File: src/rtl/asfd_pkg.sv
// shared widths, reset values, register indexes and types of the slicer frame decoder
// no dependencies
package asfd_pkg;

    localparam int SAMPLE_W    = 10;
    localparam int LEVEL_W     = 16;
    localparam int DELTA_W     = 10;
    localparam int ADDR_W      = 8;
    localparam int DUTY_W      = 8;
    localparam int WORD_W      = 16;
    localparam int WORD_IDX_W  = 4;
    localparam int CFG_DATA_W  = 10;
    localparam int CFG_IDX_W   = 1;

    localparam logic [DELTA_W-1:0] DELTA_RESET    = 10'd200;
    localparam logic [ADDR_W-1:0]  ADDR_RESET     = 8'd2;
    localparam logic [ADDR_W-1:0]  BROADCAST_ADDR = 8'hFF;

    localparam logic [CFG_IDX_W-1:0] REG_DELTA = 1'b0;
    localparam logic [CFG_IDX_W-1:0] REG_ADDR  = 1'b1;

    typedef enum logic [2:0] {
        PH_WAIT  = 3'b001,
        PH_DATA  = 3'b010,
        PH_CHECK = 3'b100
    } frm_phase_t;

    typedef struct packed {
        logic              accepted;
        logic [DUTY_W-1:0] duty;
    } frm_result_t;

endpackage

File: src/rtl/asfd_slicer.sv
// adaptive threshold slicer: tracked high and low levels and the midpoint decision
// depends on asfd_pkg
module asfd_slicer (
    input  logic                           aclk,
    input  logic                           aresetn,
    input  logic                           en,
    input  logic [asfd_pkg::SAMPLE_W-1:0]  sample,
    input  logic [asfd_pkg::DELTA_W-1:0]   delta,
    output logic                           data_bit
);

    logic [asfd_pkg::LEVEL_W-1:0] high_level_reg;
    logic [asfd_pkg::LEVEL_W-1:0] high_level_next;
    logic [asfd_pkg::LEVEL_W-1:0] low_level_reg;
    logic [asfd_pkg::LEVEL_W-1:0] low_level_next;
    logic [asfd_pkg::LEVEL_W-1:0] sample_ext;
    logic [asfd_pkg::LEVEL_W-1:0] delta_ext;
    logic [asfd_pkg::LEVEL_W-1:0] high_wide;
    logic [asfd_pkg::LEVEL_W-1:0] low_wide;
    logic [asfd_pkg::LEVEL_W:0]   level_sum;
    logic [asfd_pkg::LEVEL_W-1:0] midpoint;

    always_comb begin
        sample_ext = asfd_pkg::LEVEL_W'(sample);
        delta_ext  = asfd_pkg::LEVEL_W'(delta);
        low_wide   = (sample_ext <= low_level_reg) ? sample_ext : low_level_reg;
        high_wide  = (sample_ext > high_level_reg) ? sample_ext : high_level_reg;
        level_sum  = {1'b0, high_wide} + {1'b0, low_wide};
        midpoint   = level_sum[asfd_pkg::LEVEL_W:1];
        data_bit   = (sample_ext < midpoint);
        if (data_bit) begin
            low_level_next  = sample_ext;
            high_level_next = sample_ext + delta_ext;
        end else begin
            high_level_next = sample_ext;
            low_level_next  = sample_ext - delta_ext;
        end
    end

    always_ff @(posedge aclk) begin
        if (!aresetn) begin
            high_level_reg <= '0;
            low_level_reg  <= '0;
        end else if (en) begin
            high_level_reg <= high_level_next;
            low_level_reg  <= low_level_next;
        end
    end

endmodule

File: src/rtl/asfd_framer.sv
// serial framer: start bit, data word lsb first, check bit, address match and duty register
// depends on asfd_pkg
module asfd_framer #(
    parameter int FRAME_BITS = 16
) (
    input  logic                         aclk,
    input  logic                         aresetn,
    input  logic                         en,
    input  logic                         data_bit,
    input  logic [asfd_pkg::ADDR_W-1:0]  own_address,
    output asfd_pkg::frm_result_t        result
);

    localparam int IDX_W = $clog2(FRAME_BITS);
    localparam logic [IDX_W-1:0] LAST_IDX = IDX_W'(FRAME_BITS - 1);

    asfd_pkg::frm_phase_t phase_reg;
    asfd_pkg::frm_phase_t phase_next;
    logic [asfd_pkg::WORD_W-1:0]     word_reg;
    logic [asfd_pkg::WORD_W-1:0]     word_next;
    logic [IDX_W-1:0]                bit_idx_reg;
    logic [IDX_W-1:0]                bit_idx_next;
    logic [asfd_pkg::DUTY_W-1:0]     duty_reg;
    logic [asfd_pkg::DUTY_W-1:0]     duty_next;
    logic [asfd_pkg::ADDR_W-1:0]     frame_addr;
    logic [asfd_pkg::WORD_IDX_W-1:0] word_idx;
    logic                            in_range;
    logic                            accepted;

    always_comb begin
        frame_addr   = word_reg[asfd_pkg::WORD_W-1 -: asfd_pkg::ADDR_W];
        word_idx     = asfd_pkg::WORD_IDX_W'(bit_idx_reg);
        in_range     = (32'(bit_idx_reg) < asfd_pkg::WORD_W);
        phase_next   = phase_reg;
        word_next    = word_reg;
        bit_idx_next = bit_idx_reg;
        duty_next    = duty_reg;
        accepted     = 1'b0;
        unique case (phase_reg)
            asfd_pkg::PH_DATA: begin
                if (data_bit && in_range) begin
                    word_next[word_idx] = 1'b1;
                end
                if (bit_idx_reg == LAST_IDX) begin
                    bit_idx_next = '0;
                    phase_next   = asfd_pkg::PH_CHECK;
                end else begin
                    bit_idx_next = IDX_W'(bit_idx_reg + 1'b1);
                end
            end
            asfd_pkg::PH_CHECK: begin
                if ((data_bit != word_reg[0]) &&
                    ((frame_addr == own_address) ||
                     (frame_addr == asfd_pkg::BROADCAST_ADDR))) begin
                    duty_next = word_reg[asfd_pkg::DUTY_W-1:0];
                    accepted  = 1'b1;
                end
                phase_next = asfd_pkg::PH_WAIT;
            end
            default: begin
                if (data_bit) begin
                    phase_next = asfd_pkg::PH_DATA;
                    word_next  = '0;
                end else begin
                    phase_next = asfd_pkg::PH_WAIT;
                end
            end
        endcase
        result.accepted = accepted;
        result.duty     = duty_next;
    end

    always_ff @(posedge aclk) begin
        if (!aresetn) begin
            phase_reg   <= asfd_pkg::PH_WAIT;
            word_reg    <= '0;
            bit_idx_reg <= '0;
            duty_reg    <= '0;
        end else if (en) begin
            phase_reg   <= phase_next;
            word_reg    <= word_next;
            bit_idx_reg <= bit_idx_next;
            duty_reg    <= duty_next;
        end
    end

    a_duty_holds: assert property (@(posedge aclk) disable iff (!aresetn)
        !en |=> $stable(duty_reg))
        else $error("duty register changed without a beat");

    a_accept_in_check: assert property (@(posedge aclk) disable iff (!aresetn)
        result.accepted |-> (phase_reg == asfd_pkg::PH_CHECK))
        else $error("frame accepted outside the check bit");

    a_check_returns: assert property (@(posedge aclk) disable iff (!aresetn)
        (en && (phase_reg == asfd_pkg::PH_CHECK)) |=> (phase_reg == asfd_pkg::PH_WAIT))
        else $error("framer did not return to waiting after the check bit");

endmodule

File: src/rtl/adaptive_slicer_frame_decoder_core.sv
// Adaptive slicer frame decoder: takes one converter sample per beat and returns one result
// beat per sample: the sliced level, a frame-accepted flag and the current duty byte. A new
// sample is taken every cycle unless the result side stalls; an accepted sample waits in the
// input register and moves on to the result register, one register at the input and one at
// the result. The level tracker and framer update as a sample moves into the result
// register, giving one sample per cycle when not stalled. Configuration (hysteresis delta, own
// address) is to be written only while no beat is in flight; the block does not enforce this.
// depends on asfd_pkg, asfd_slicer, asfd_framer
module adaptive_slicer_frame_decoder_core #(
    parameter int FRAME_BITS = 16
) (
    input  logic                               aclk,
    input  logic                               aresetn,
    input  logic                               cfg_we,
    input  logic [asfd_pkg::CFG_IDX_W-1:0]     cfg_addr,
    input  logic [asfd_pkg::CFG_DATA_W-1:0]    cfg_wdata,
    input  logic                               s_valid,
    output logic                               s_ready,
    input  logic [asfd_pkg::SAMPLE_W-1:0]      s_sample,
    output logic                               m_valid,
    input  logic                               m_ready,
    output logic                               m_sliced_level,
    output logic                               m_frame_accepted,
    output logic [asfd_pkg::DUTY_W-1:0]        m_duty_value
);

    logic [asfd_pkg::DELTA_W-1:0]  delta_reg;
    logic [asfd_pkg::ADDR_W-1:0]   own_addr_reg;
    logic                          in_valid_reg;
    logic                          in_valid_next;
    logic [asfd_pkg::SAMPLE_W-1:0] in_sample_reg;
    logic                          m_valid_reg;
    logic                          m_valid_next;
    logic                          m_sliced_level_reg;
    logic                          m_frame_accepted_reg;
    logic [asfd_pkg::DUTY_W-1:0]   m_duty_value_reg;
    logic                          advance;
    logic                          s_take;
    logic                          data_bit;
    asfd_pkg::frm_result_t         frm_result;

    always_ff @(posedge aclk) begin
        if (!aresetn) begin
            delta_reg    <= asfd_pkg::DELTA_RESET;
            own_addr_reg <= asfd_pkg::ADDR_RESET;
        end else if (cfg_we) begin
            unique case (cfg_addr)
                asfd_pkg::REG_DELTA: delta_reg    <= cfg_wdata[asfd_pkg::DELTA_W-1:0];
                asfd_pkg::REG_ADDR:  own_addr_reg <= cfg_wdata[asfd_pkg::ADDR_W-1:0];
                default: ;
            endcase
        end
    end

    assign advance       = in_valid_reg && (!m_valid_reg || m_ready);
    assign s_ready       = !in_valid_reg || advance;
    assign s_take        = s_valid && s_ready;
    assign in_valid_next = s_take || (in_valid_reg && !advance);
    assign m_valid_next  = advance || (m_valid_reg && !m_ready);

    asfd_slicer u_slicer (
        .aclk     (aclk),
        .aresetn  (aresetn),
        .en       (advance),
        .sample   (in_sample_reg),
        .delta    (delta_reg),
        .data_bit (data_bit)
    );

    asfd_framer #(
        .FRAME_BITS (FRAME_BITS)
    ) u_framer (
        .aclk        (aclk),
        .aresetn     (aresetn),
        .en          (advance),
        .data_bit    (data_bit),
        .own_address (own_addr_reg),
        .result      (frm_result)
    );

    always_ff @(posedge aclk) begin
        if (!aresetn) begin
            in_valid_reg <= 1'b0;
            m_valid_reg  <= 1'b0;
        end else begin
            in_valid_reg <= in_valid_next;
            m_valid_reg  <= m_valid_next;
        end
    end

    always_ff @(posedge aclk) begin
        if (s_take) begin
            in_sample_reg <= s_sample;
        end
        if (advance) begin
            m_sliced_level_reg   <= !data_bit;
            m_frame_accepted_reg <= frm_result.accepted;
            m_duty_value_reg     <= frm_result.duty;
        end
    end

    assign m_valid          = m_valid_reg;
    assign m_sliced_level   = m_sliced_level_reg;
    assign m_frame_accepted = m_frame_accepted_reg;
    assign m_duty_value     = m_duty_value_reg;

    a_advance_fills: assert property (@(posedge aclk) disable iff (!aresetn)
        advance |=> m_valid_reg)
        else $error("result register empty after a beat moved forward");

    a_full_blocks: assert property (@(posedge aclk) disable iff (!aresetn)
        (in_valid_reg && m_valid_reg && !m_ready) |-> !s_ready)
        else $error("input taken while both stages are full and stalled");

endmodule

File: config.mk
export PLATFORM = sky130hd
export DESIGN_NAME = adaptive_slicer_frame_decoder_core
export DESIGN_NICKNAME = d
export VERILOG_FILES = /design/src/rtl/asfd_pkg.sv /design/src/rtl/asfd_slicer.sv /design/src/rtl/asfd_framer.sv /design/src/rtl/adaptive_slicer_frame_decoder_core.sv
export SDC_FILE = /design/constraint.sdc
export NUM_CORES = 1
export LEC_CHECK = 0
export ABC_AREA = 1
export BUFFER_PORTS_ARGS = -buffer_cell sky130_fd_sc_hd__buf_2
export CAP_MARGIN = 20
export CORE_UTILIZATION = 45
export CTS_CLUSTER_SIZE = 12
export DETAILED_ROUTE_END_ITERATION = 10
export SKIP_LAST_GASP = 1
export SLEW_MARGIN = 20
export SYNTH_ARGS = -nofsm -noshare
export SYNTH_HDL_FRONTEND = slang
export SYNTH_HIERARCHICAL = 1
export SYNTH_SLANG_ARGS = --single-unit
File: constraint.sdc
create_clock -name aclk -period 14.9 [get_ports aclk]
set_input_delay 3.725 -clock aclk [delete_from_list [all_inputs] [get_ports aclk]]
set_output_delay 3.725 -clock aclk [all_outputs]
set_load 0.05 [all_outputs]
After elaboration in Yosys (flattened, before gate mapping)
Cells that the tools add are included.

Register bits after elaboration: 103. Word-level logic and storage cells: 70. Input port bits: 26. Output and inout port bits: 12.

Magnitude comparators: 5. Reduce and logical (&&, ||, !) cells: 21. Multiplexer cells: 16. Equality and inequality tests: 7. Add/sub/neg operators: 4. Bitwise operators: 3.

Operator list (count): 16-bit 2-to-1 mux (6); 16-bit case mux with 2 select lines (1); 16-bit by 16-bit adder with 17-bit output (1); 10-bit by 16-bit > comparator with 1-bit output (1); 10-bit by 16-bit <= comparator with 1-bit output (1); 10-bit by 16-bit < comparator with 1-bit output (1); 8-bit 2-to-1 mux (2); 16-bit bitwise OR (1); 10-bit by 10-bit adder with 11-bit output (1); 10-bit by 10-bit subtractor with 11-bit output (1); 8-bit equality test (1); 8-bit equality test (second input constant) (1); 2-bit AND reduction (4); 1-bit logical AND (6); 3-bit case mux with 2 select lines (1); 1-bit zero test (5); 1-bit logical OR (5); 4-bit by 5-bit < comparator with 1-bit output (second input constant) (1); 4-bit by 1-bit adder with 4-bit output (second input constant) (1); 1-bit demux with 4-bit select (1); 4-bit equality test (second input constant) (1); 4-bit by 1-bit >= comparator with 1-bit output (second input constant) (1); 4-bit 2-to-1 mux (1); 3-bit by 2-bit equality test with 1-bit output (second input constant) (1); other kinds (8) (10).

Longest topological paths before layout
Gate-level depths: netlist of run 1.

Word-level depth: 8. Gate-level depth with buffers: 41. Mapped depth without buffers: 40.

Hierarchy
The synthesis of run 1 kept the hierarchy.

Modules (own cells, without submodules): asfd_slicer (instances 1, area an instance 3636.0 um^2, cells each 511, seq. area each 440.4 um^2); asfd_framer (instances 1, area an instance 1562.7 um^2, cells each 229, seq. area each 620.6 um^2); adaptive_slicer_frame_decoder_core (instances 1, area an instance 1380.1 um^2, cells each 130, seq. area each 1001.0 um^2).

Worst setup path after synthesis of run 1
Ideal clock, no wire load.

Path kind: in2out. From: input m_ready. To: output s_ready. Arrival: 4.206 ns. Setup slack: 6.969 ns. Stages on the path: 2. Required time: 11.175 ns. Buffers on the path: 0. Cells stage by stage: inv_1 nand3_1.

Word-level cells in the longest chain between the ends: 3.

RTL lines: start: declaration (line adaptive_slicer_frame_decoder_core.sv:21) `input logic m_ready,`; 1-bit logical OR (line adaptive_slicer_frame_decoder_core.sv:55) `assign advance = in_valid_reg && (!m_valid_reg || m_ready);`; 1-bit logical AND (line adaptive_slicer_frame_decoder_core.sv:55); 1-bit logical OR (line adaptive_slicer_frame_decoder_core.sv:56) `assign s_ready = !in_valid_reg || advance;`; end: declaration (line adaptive_slicer_frame_decoder_core.sv:18) `output logic s_ready,`.

No other way between the ends.

Worst setup path after layout of run 1
Same ends and word-level chain as after synthesis.

==> flow_metrics.tcl, run 1 <==
set metrics [dict create \
    ant_nets 0 \
    cp.required_ns 11.18 \
    crit_type "in -> out" \
    hpwl_mm 10.9 \
    largest_reg_flops 16 \
    synth_ff_type "dfxtp_1" \
    finalPower_uw 918 \
    worst_slack_ns 6.83 \
    dieArea_mm2 0.0151 \
    crit_fanout 3 \
    synthArstFlopShare 0 \
    clockRootBuffer "clkbuf_16" \
    cp-startpoint "m_ready" \
    cts_tree "yes" \
    cts_buffers 9 \
    grt_pass1_vias 4967 \
    die_h_um 123 \
    final.setup.tns_ns 0 \
    cellPowerDensity_mw_per_mm2 128 \
    drc 0 \
    rrSetupSlack_ns 8.91 \
    grt_max_degree 54 \
    status "complete, no violations" \
    leakage_uw 0.00331 \
    via_count 5414 \
    clkSlewWorstSetupHoldPaths_ns 0.07 \
    fin_crit_sh 0.541 \
    wl_per_cell_um 13.5 \
    yosys_warnings 6 \
    synth_area_leaders "dfxtp_1, ha_1, nand2_1, edfxtp_1, inv_1" \
    pre_cts_ws_ns 6.82 \
    cts_buffer_depth 2 \
    via_per_inst 5.03 \
    antenna_found_initial 0 \
    whs_endpoint "u_framer/word_reg[4]" \
    fp.dieW_um 123 \
    maxCapViolations 0 \
    clock.fmax_ghz 0.124 \
    htreeDepth 3 \
    whs_path_depth 2 \
    clock_skew_ns 0.00954 \
    slew_headroom 0.479 \
    placementRows 43 \
    grt_usage 0.206 \
    r2r_start "in_sample_reg[9]" \
    finalHoldViolCount 0 \
    ios 38 \
    synth_seq_area_share 0.313 \
    rr_endpoint "m_duty_value[6]" \
    yosysTopAreaCellShare 0.222 \
    syn2layout_area_growth_pct 9.17 \
    worst_pin_slew_ns 0.780 \
    avgSynthCellArea_um2 7.56 \
    synth-seq-cells 93 \
    rsz0062_at_grt "no" \
    postSynthCellCount 870 \
    nNetsFinal 985 \
    drt_iter0_drc 280 \
    hp-start "u_framer/word_reg[4]" \
    grt_overflow 0 \
    numPortBuffers 37 \
    clock_sinks 93 \
    endpoint_kind "output pin" \
    finalSetupViolCount 0 \
    antennaDiodeCount 0 \
    yosys.area.top_type "dfxtp_1" \
    post_cts_resized 0 \
    gp_congestion 0.834 \
    netlist_area_mm2 0.00658 \
    cp.arrival_ns 4.34 \
    synth_cell_types 46 \
    grt_first_pass_wirelength_mm 24.1 \
    cts.hold.buffers_added 0 \
    hold_class "reg -> reg" \
    slew_violations 0 \
    first_pass_iters 7 \
    layout.cells.most_common "nand2_1" \
    wirelength_mm 14.5 \
    layout-drive-gt1-share 0.166 \
    synth_edf_count 20 \
    min_period_ns 8.07 \
    coreArea_mm2 0.0141 \
    final_cell_mix "nand2_1, inv_1, nor2_1" \
    post-cts-setup-buffers 0 \
    cp-start-kind "primary input" \
    reg2regPathDepth 28 \
    peakVddDrop_v 0.0000806 \
    clk_latency_ns 0.35 \
    start_util 0.467 \
]
==> Yosys cell counts (4+ instances only) <==
master    instances
a21oi_1          57
a21oi_2          20
a31oi_1           4
buf_2             8
buf_4             5
clkbuf_1         11
dfxtp_1          73
edfxtp_1         20
ha_1             64
inv_1           111
inv_2             8
nand2_1         163
nand2_2          19
nand2_4          16
nand3_1          71
nand3_2          18
nor2_1           89
nor3_1            7
o21ai_0          34
xnor2_1          13
xor2_1           17
==> cells by family after synthesis <==
kind of cell | share of synthesized area
AND/OR/NAND/NOR | 0.292
buffers and inverters | 0.0978
AO/OA/AOI/OAI | 0.125
flip-flops | 0.313
adder cells (fa/ha/maj) | 0.131
XOR/XNOR | 0.0399
other | 0.000570
==> final cells by class <==
class                      count  area [µm²]
sequential                    93        2060
multi-input combinational    629        3890
clock buffer                  10         229
timing repair buffer          39         208
tap                          180         225
fill                        1454        6910
inverter                     120         450
clock inverter                 6         119
==> routing by layer <==
metal / vias to the layer above / part of all wire / global-route usage
li1: 2857 / - / -
met5: - / 0 / 0
met4: 0 / 0.013 / 0.0633
met3: 14 / 0.032 / 0.0268
met2: 94 / 0.42 / 0.317
met1: 2449 / 0.53 / 0.298
==> stage by stage <==
| step | std cells | hold WS, ns | util | cell area, µm² |
|---|---|---|---|---|
| global route | 1077 | 0.497 | 0.509 | 7180 |
| CTS | 1076 | 0.481 | 0.508 | 7170 |
| finish | 1077 | 0.476 | 0.509 | 7180 |
| detailed placement | 1060 | 0.462 | 0.484 | 6820 |
| global placement | 1060 | 0.455 | 0.484 | 6820 |
| floorplan | 871 | 0.438 | - | 6580 |
==> worst max-delay path: stages <==
cell and delay, ns:
buf_2 0.10, inv_1 0.12, nand3_1 0.14, buf_2 0.24
==> report_power, final <==
group | total (µW) | internal [µW] | switching [µW]
logic | 356 | 126 | 230
clock network | 269 | 166 | 103
registers | 293 | 277 | 16.1
total | 918 | 569 | 349
==> worst max-delay path by stage <==
stage / slack [ns] / end
after detailed placement: 6.82 / s_ready
final: 6.83 / s_ready
after floorplan: 6.97 / s_ready
after CTS: 6.82 / s_ready
after global routing: 6.79 / s_ready
after global placement: 6.83 / s_ready
(Power assumes the default switching activity.)
==> run 2, diff against run 1 <==
- clock period: 14.9 -> 7.1 ns (I/O delays scaled with it)
==> run 2 against run 1 <==
  * Clock skew decreased by 0.0037 ns
  * Total power increased by 110%
  * Wire length increased by 2.9%
  * Critical endpoint is now m_duty_value[3]
  * Largest cell class unchanged
  * Clock power increased by 110%
  * Non-clock buffer count unchanged
  * Utilization decreased by 0.089 points
  * Worst hold slack improved by 0.0064 ns
==> flow_metrics.tcl, run 2 (synthesized netlist as in run 1, its figures left out) <==
set metrics [dict create \
    cp.required_ns 7.20 \
    clockRootBuffer "clkbuf_16" \
    final_core_util 0.509 \
    fillCellCount 1427 \
    cp-start-kind "register" \
    switching_share 0.381 \
    clkSlewWorstSetupHoldPaths_ns 0.06 \
    grt_first_pass_wirelength_mm 24.7 \
    cts_buffer_depth 2 \
    ant_nets 0 \
    clk_latency_ns 0.35 \
    final.setup.tns_ns 0 \
    crit_type "reg -> reg" \
    slew_violations 0 \
    max_stage_delay_ns 0.56 \
    multi_input_area_mm2 0.00389 \
    p_sw_uw 730 \
    slowest_stage "edfxtp_1" \
    grt_max_degree 54 \
    syn2layout_area_growth_pct 8.98 \
    maxCapViolations 0 \
    endpoint_kind "register" \
    reg2regPathDepth 32 \
    worst_pin_slew_ns 0.990 \
    cts_tree "yes" \
    clock_skew_ns 0.00589 \
    antenna_found_initial 0 \
    nNetsFinal 985 \
    comb_power_share 0.391 \
    start_util 0.467 \
    die_h_um 123 \
    largest_reg_flops 16 \
    status "complete, no violations" \
    placementRows 43 \
    coreArea_mm2 0.0141 \
    grt_pass1_vias 5004 \
    finalSetupViolCount 0 \
    fin_crit_sh 0.818 \
    cp.arrival_ns 5.91 \
    final_cell_mix "nand2_1, inv_1, nor2_1" \
    clock.fmax_ghz 0.172 \
    antennaDiodeCount 0 \
    hold_class "reg -> reg" \
    fp.dieW_um 123 \
    first_pass_iters 5 \
    rrSetupSlack_ns 1.29 \
    wl_per_cell_um 13.8 \
    cellPowerDensity_mw_per_mm2 267 \
    rsz0062_at_grt "no" \
    cts.hold.buffers_added 0 \
    pwr-share-seq 0.321 \
    cp-endpoint "m_duty_value[3]" \
    leakage_uw 0.00331 \
    r2r_start "in_sample_reg[6]" \
    grt_usage 0.214 \
    drc 0 \
    cp-startpoint "in_sample_reg[6]" \
    grt_overflow 0 \
    min_period_ns 5.81 \
    final-seq-area_mm2 0.00206 \
    via_count 5377 \
    hpwl_mm 11.5 \
    slew_headroom 0.339 \
    post_cts_resized 0 \
    drt_iter0_drc 259 \
    cts_buffers 9 \
    post-cts-setup-buffers 0 \
    peakVddDrop_v 0.000234 \
    crit_top_cell "nand2_1" \
    power_frac_clock 0.288 \
    layout-drive-gt1-share 0.166 \
    numPortBuffers 37 \
    layout.cells.most_common "nand2_1" \
    finalHoldViolCount 0 \
    wirelength_mm 14.9 \
    ios 38 \
    clock_sinks 93 \
    p_int_uw 1190 \
    via_per_inst 4.99 \
    gp_congestion 0.877 \
    rr_endpoint "m_duty_value[3]" \
    crit_fanout 24 \
    htreeDepth 3 \
    dieArea_mm2 0.0151 \
]
[run 2: worst min-delay path by stage]
stage                     depth (start not counted)  slack, ns                       from                        end
after floorplan                                   2       0.44       u_framer/word_reg[1]       u_framer/word_reg[1]
after global placement                            2       0.45       u_framer/word_reg[4]       u_framer/word_reg[4]
after detailed placement                          2       0.47       u_framer/word_reg[4]       u_framer/word_reg[4]
after CTS                                         2       0.48  u_slicer/low_level_reg[6]  u_slicer/low_level_reg[6]
after global routing                              2       0.49       u_framer/word_reg[1]       u_framer/word_reg[1]
final                                             2       0.48  u_slicer/low_level_reg[1]  u_slicer/low_level_reg[1]
[run 2: power by group through the flow]
stage / sequential (µW) / combinational [µW] / clock, µW
2_1_floorplan: 630 / 642 / 0
3_3_place_gp: 627 / 746 / 0
3_5_place_dp: 627 / 743 / 0
4_1_cts: 616 / 747 / 568
5_1_grt: 621 / 845 / 585
6_report: 616 / 749 / 552
[run 2: final cells by class]
| cell class | count | area share |
|---|---|---|
| Clock buffer | 12 | 0.0373 |
| Multi-Input combinational cell | 629 | 0.542 |
| Inverter | 120 | 0.0628 |
| Sequential cell | 93 | 0.288 |
| Tap cell | 180 | 0.0314 |
| Timing Repair Buffer | 39 | 0.0279 |
| Clock inverter | 4 | 0.0105 |
[run 2: metal layers]
metal / track usage / vias up / wire length, µm
met4: 0.0511 / 0 / 155
met1: 0.301 / 2414 / 7860
met5: 0 / - / 0
met3: 0.0494 / 14 / 576
met2: 0.328 / 94 / 6320
li1: - / 2855 / -
[run 2: metrics by stage]
step	std cells	hold slack (ns)	area [µm²]	power, µW	setup WS [ns]
3_3_place_gp	1061	0.453	6830	1370	1.46
5_1_grt	1077	0.495	7170	2050	0.738
6_report	1077	0.483	7170	1920	1.29
2_1_floorplan	871	0.438	6580	1270	2.29
3_5_place_dp	1061	0.465	6830	1370	1.32
4_1_cts	1077	0.485	7170	1930	1.29
[run 2: critical path: cells and delay by family, from the launching register on]
kind | cells | cell delay (ns)
simple gates | 20 | 2.24
buf+inv | 1 | 0.06
fa+ha+maj | 3 | 1.15
xor+xnor | 2 | 0.36
flops | 1 | 0.56
compound gates | 6 | 1.16
==> run 3, diff against run 2 <==
- clock period: 7.1 -> 5.35 ns (I/O delays scaled with it)
==> run 3 against run 2 <==
  * Fmax rose by 18%
  * Non-clock buffer count rose by 23
  * Global-route usage rose by 0.41 points
  * Critical endpoint is now u_framer/duty_reg[4]
  * Final area rose by 2.1%
  * Final cell count rose by 2.1%
  * Worst setup slack got worse by 0.86 ns
  * Sequential share of layout area fell by 0.59 points
  * Clock skew rose by 0.0053 ns
  * Critical path depth rose by 4
  * Worst hold slack got worse by 0.0058 ns
  * Combinational power rose by 40%
==> flow_metrics.tcl, run 3 (synthesized netlist as in run 1, its figures left out) <==
set metrics [dict create \
    cts.hold.buffers_added 0 \
    antennaDiodeCount 0 \
    layout-drive-gt1-share 0.189 \
    wirelength_mm 15.4 \
    numPortBuffers 37 \
    r2r_start "in_sample_reg[1]" \
    clkSlewWorstSetupHoldPaths_ns 0.07 \
    finalPower_uw 2520 \
    cp.arrival_ns 5.18 \
    slowest_stage "edfxtp_1" \
    die_h_um 123 \
    status "complete, no violations" \
    grt_first_pass_wirelength_mm 25.2 \
    crit_top_cell "nand2_1" \
    grt_usage 0.218 \
    rr_endpoint "u_framer/duty_reg[4]" \
    dieArea_mm2 0.0151 \
    via_per_inst 4.99 \
    leakage_uw 0.00340 \
    final.setup.tns_ns 0 \
    hp-start "u_framer/word_reg[6]" \
    cts_buffers 9 \
    crit_fanout 19 \
    cp-start-kind "register" \
    via_count 5487 \
    reg2regPathDepth 36 \
    placementRows 43 \
    max_stage_delay_ns 0.45 \
    largest_reg_flops 16 \
    rrSetupSlack_ns 0.43 \
    grt_pass1_vias 4940 \
    clock_sinks 93 \
    htreeDepth 3 \
    first_pass_iters 5 \
    crit_type "reg -> reg" \
    gp_congestion 0.840 \
    clk_latency_ns 0.36 \
    ant_nets 0 \
    hpwl_mm 11.7 \
    nNetsFinal 1008 \
    worst_pin_slew_ns 0.876 \
    final_cell_mix "nand2_1, inv_1, nor2_1" \
    dp_cells 1066 \
    hold_class "reg -> reg" \
    peakVddDrop_v 0.000230 \
    cts_tree "yes" \
    cp.required_ns 5.61 \
    grt_overflow 0 \
    whs_path_depth 2 \
    fp.dieW_um 123 \
    whs_endpoint "u_framer/word_reg[6]" \
    finalSetupViolCount 0 \
    cts_buffer_depth 2 \
    slew_headroom 0.415 \
    coreArea_mm2 0.0141 \
    clockRootBuffer "clkbuf_16" \
    fin_crit_sh 0.919 \
    layout.cells.most_common "nand2_1" \
    wl_per_cell_um 14.0 \
    maxCapViolations 0 \
    drt_iter0_drc 355 \
    cellPowerDensity_mw_per_mm2 344 \
    layoutNonFillerInstCount 1100 \
    ios 38 \
    endpoint_kind "register" \
    slew_violations 0 \
    syn2layout_area_growth_pct 11.2 \
    antenna_found_initial 0 \
    grt_max_degree 53 \
    start_util 0.467 \
    finalHoldViolCount 0 \
    clock_skew_ns 0.0112 \
    clock.fmax_ghz 0.203 \
    drc 0 \
    min_period_ns 4.92 \
]
==> run 3: changes by cell type in the layout (fill, tap and decap cells not counted), sizes merged <==
cell and delta:
clkinv +4, buf +23, bufinv -2, inv +1
clkbuf -3
==> run 3: where the power goes <==
group          internal, µW  switching [µW]  total (µW)
Clock                   332             325         656
Combinational           375             674        1050
Sequential              772            39.1         811
==> run 3: worst max-delay path, delay by kind of cell (launching register included) <==
family / cells / cell delay, ns
buf+inv: 4 / 0.42
compound gates: 6 / 0.90
fa+ha+maj: 3 / 1.03
flops: 1 / 0.45
simple gates: 21 / 1.68
xor+xnor: 2 / 0.35
==> run 3: final cells by class <==
cell class	count	area [µm²]
clock buffer	9	225
clock inverter	7	78.8
fill	1430	6780
inverter	120	450
multi-input combinational	629	3890
sequential	93	2060
tap	180	225
timing repair buffer	62	385
==> run 3: worst max-delay path by stage <==
stage	cells past startpoint	startpoint	end	slack, ns
2_1_floorplan	32	in_sample_reg[7]	m_frame_accepted	0.54
3_3_place_gp	32	in_sample_reg[7]	m_duty_value[5]	0.42
3_5_place_dp	32	in_sample_reg[7]	m_duty_value[2]	0.31
4_1_cts	32	in_sample_reg[7]	m_duty_value[2]	0.28
5_1_grt	37	in_sample_reg[1]	u_framer/duty_reg[3]	-0.04
6_report	36	in_sample_reg[1]	u_framer/duty_reg[4]	0.43
==> run 3: routing by layer <==
layer,vias to the layer above,GRT usage,wire [µm]
li1,2906,-,-
met1,2462,0.316,8040
met2,105,0.329,6590
met3,14,0.0304,614
met4,0,0.0716,178
met5,-,0,0
==> run 3: through the flow <==
stage	utilization	hold WS (ns)	area, µm²	setup WS, ns
floorplan	-	0.438	6580	0.540
global placement	0.487	0.455	6860	0.422
detailed placement	0.487	0.459	6860	0.306
CTS	0.509	0.480	7170	0.281
global route	0.519	0.492	7320	-0.0432
finish	0.519	0.477	7320	0.432
==> run 3: what timing repair did <==
action,CTS,global route
setup buffers,0,18
setup endpoints to repair,0,16
resized for setup,0,2
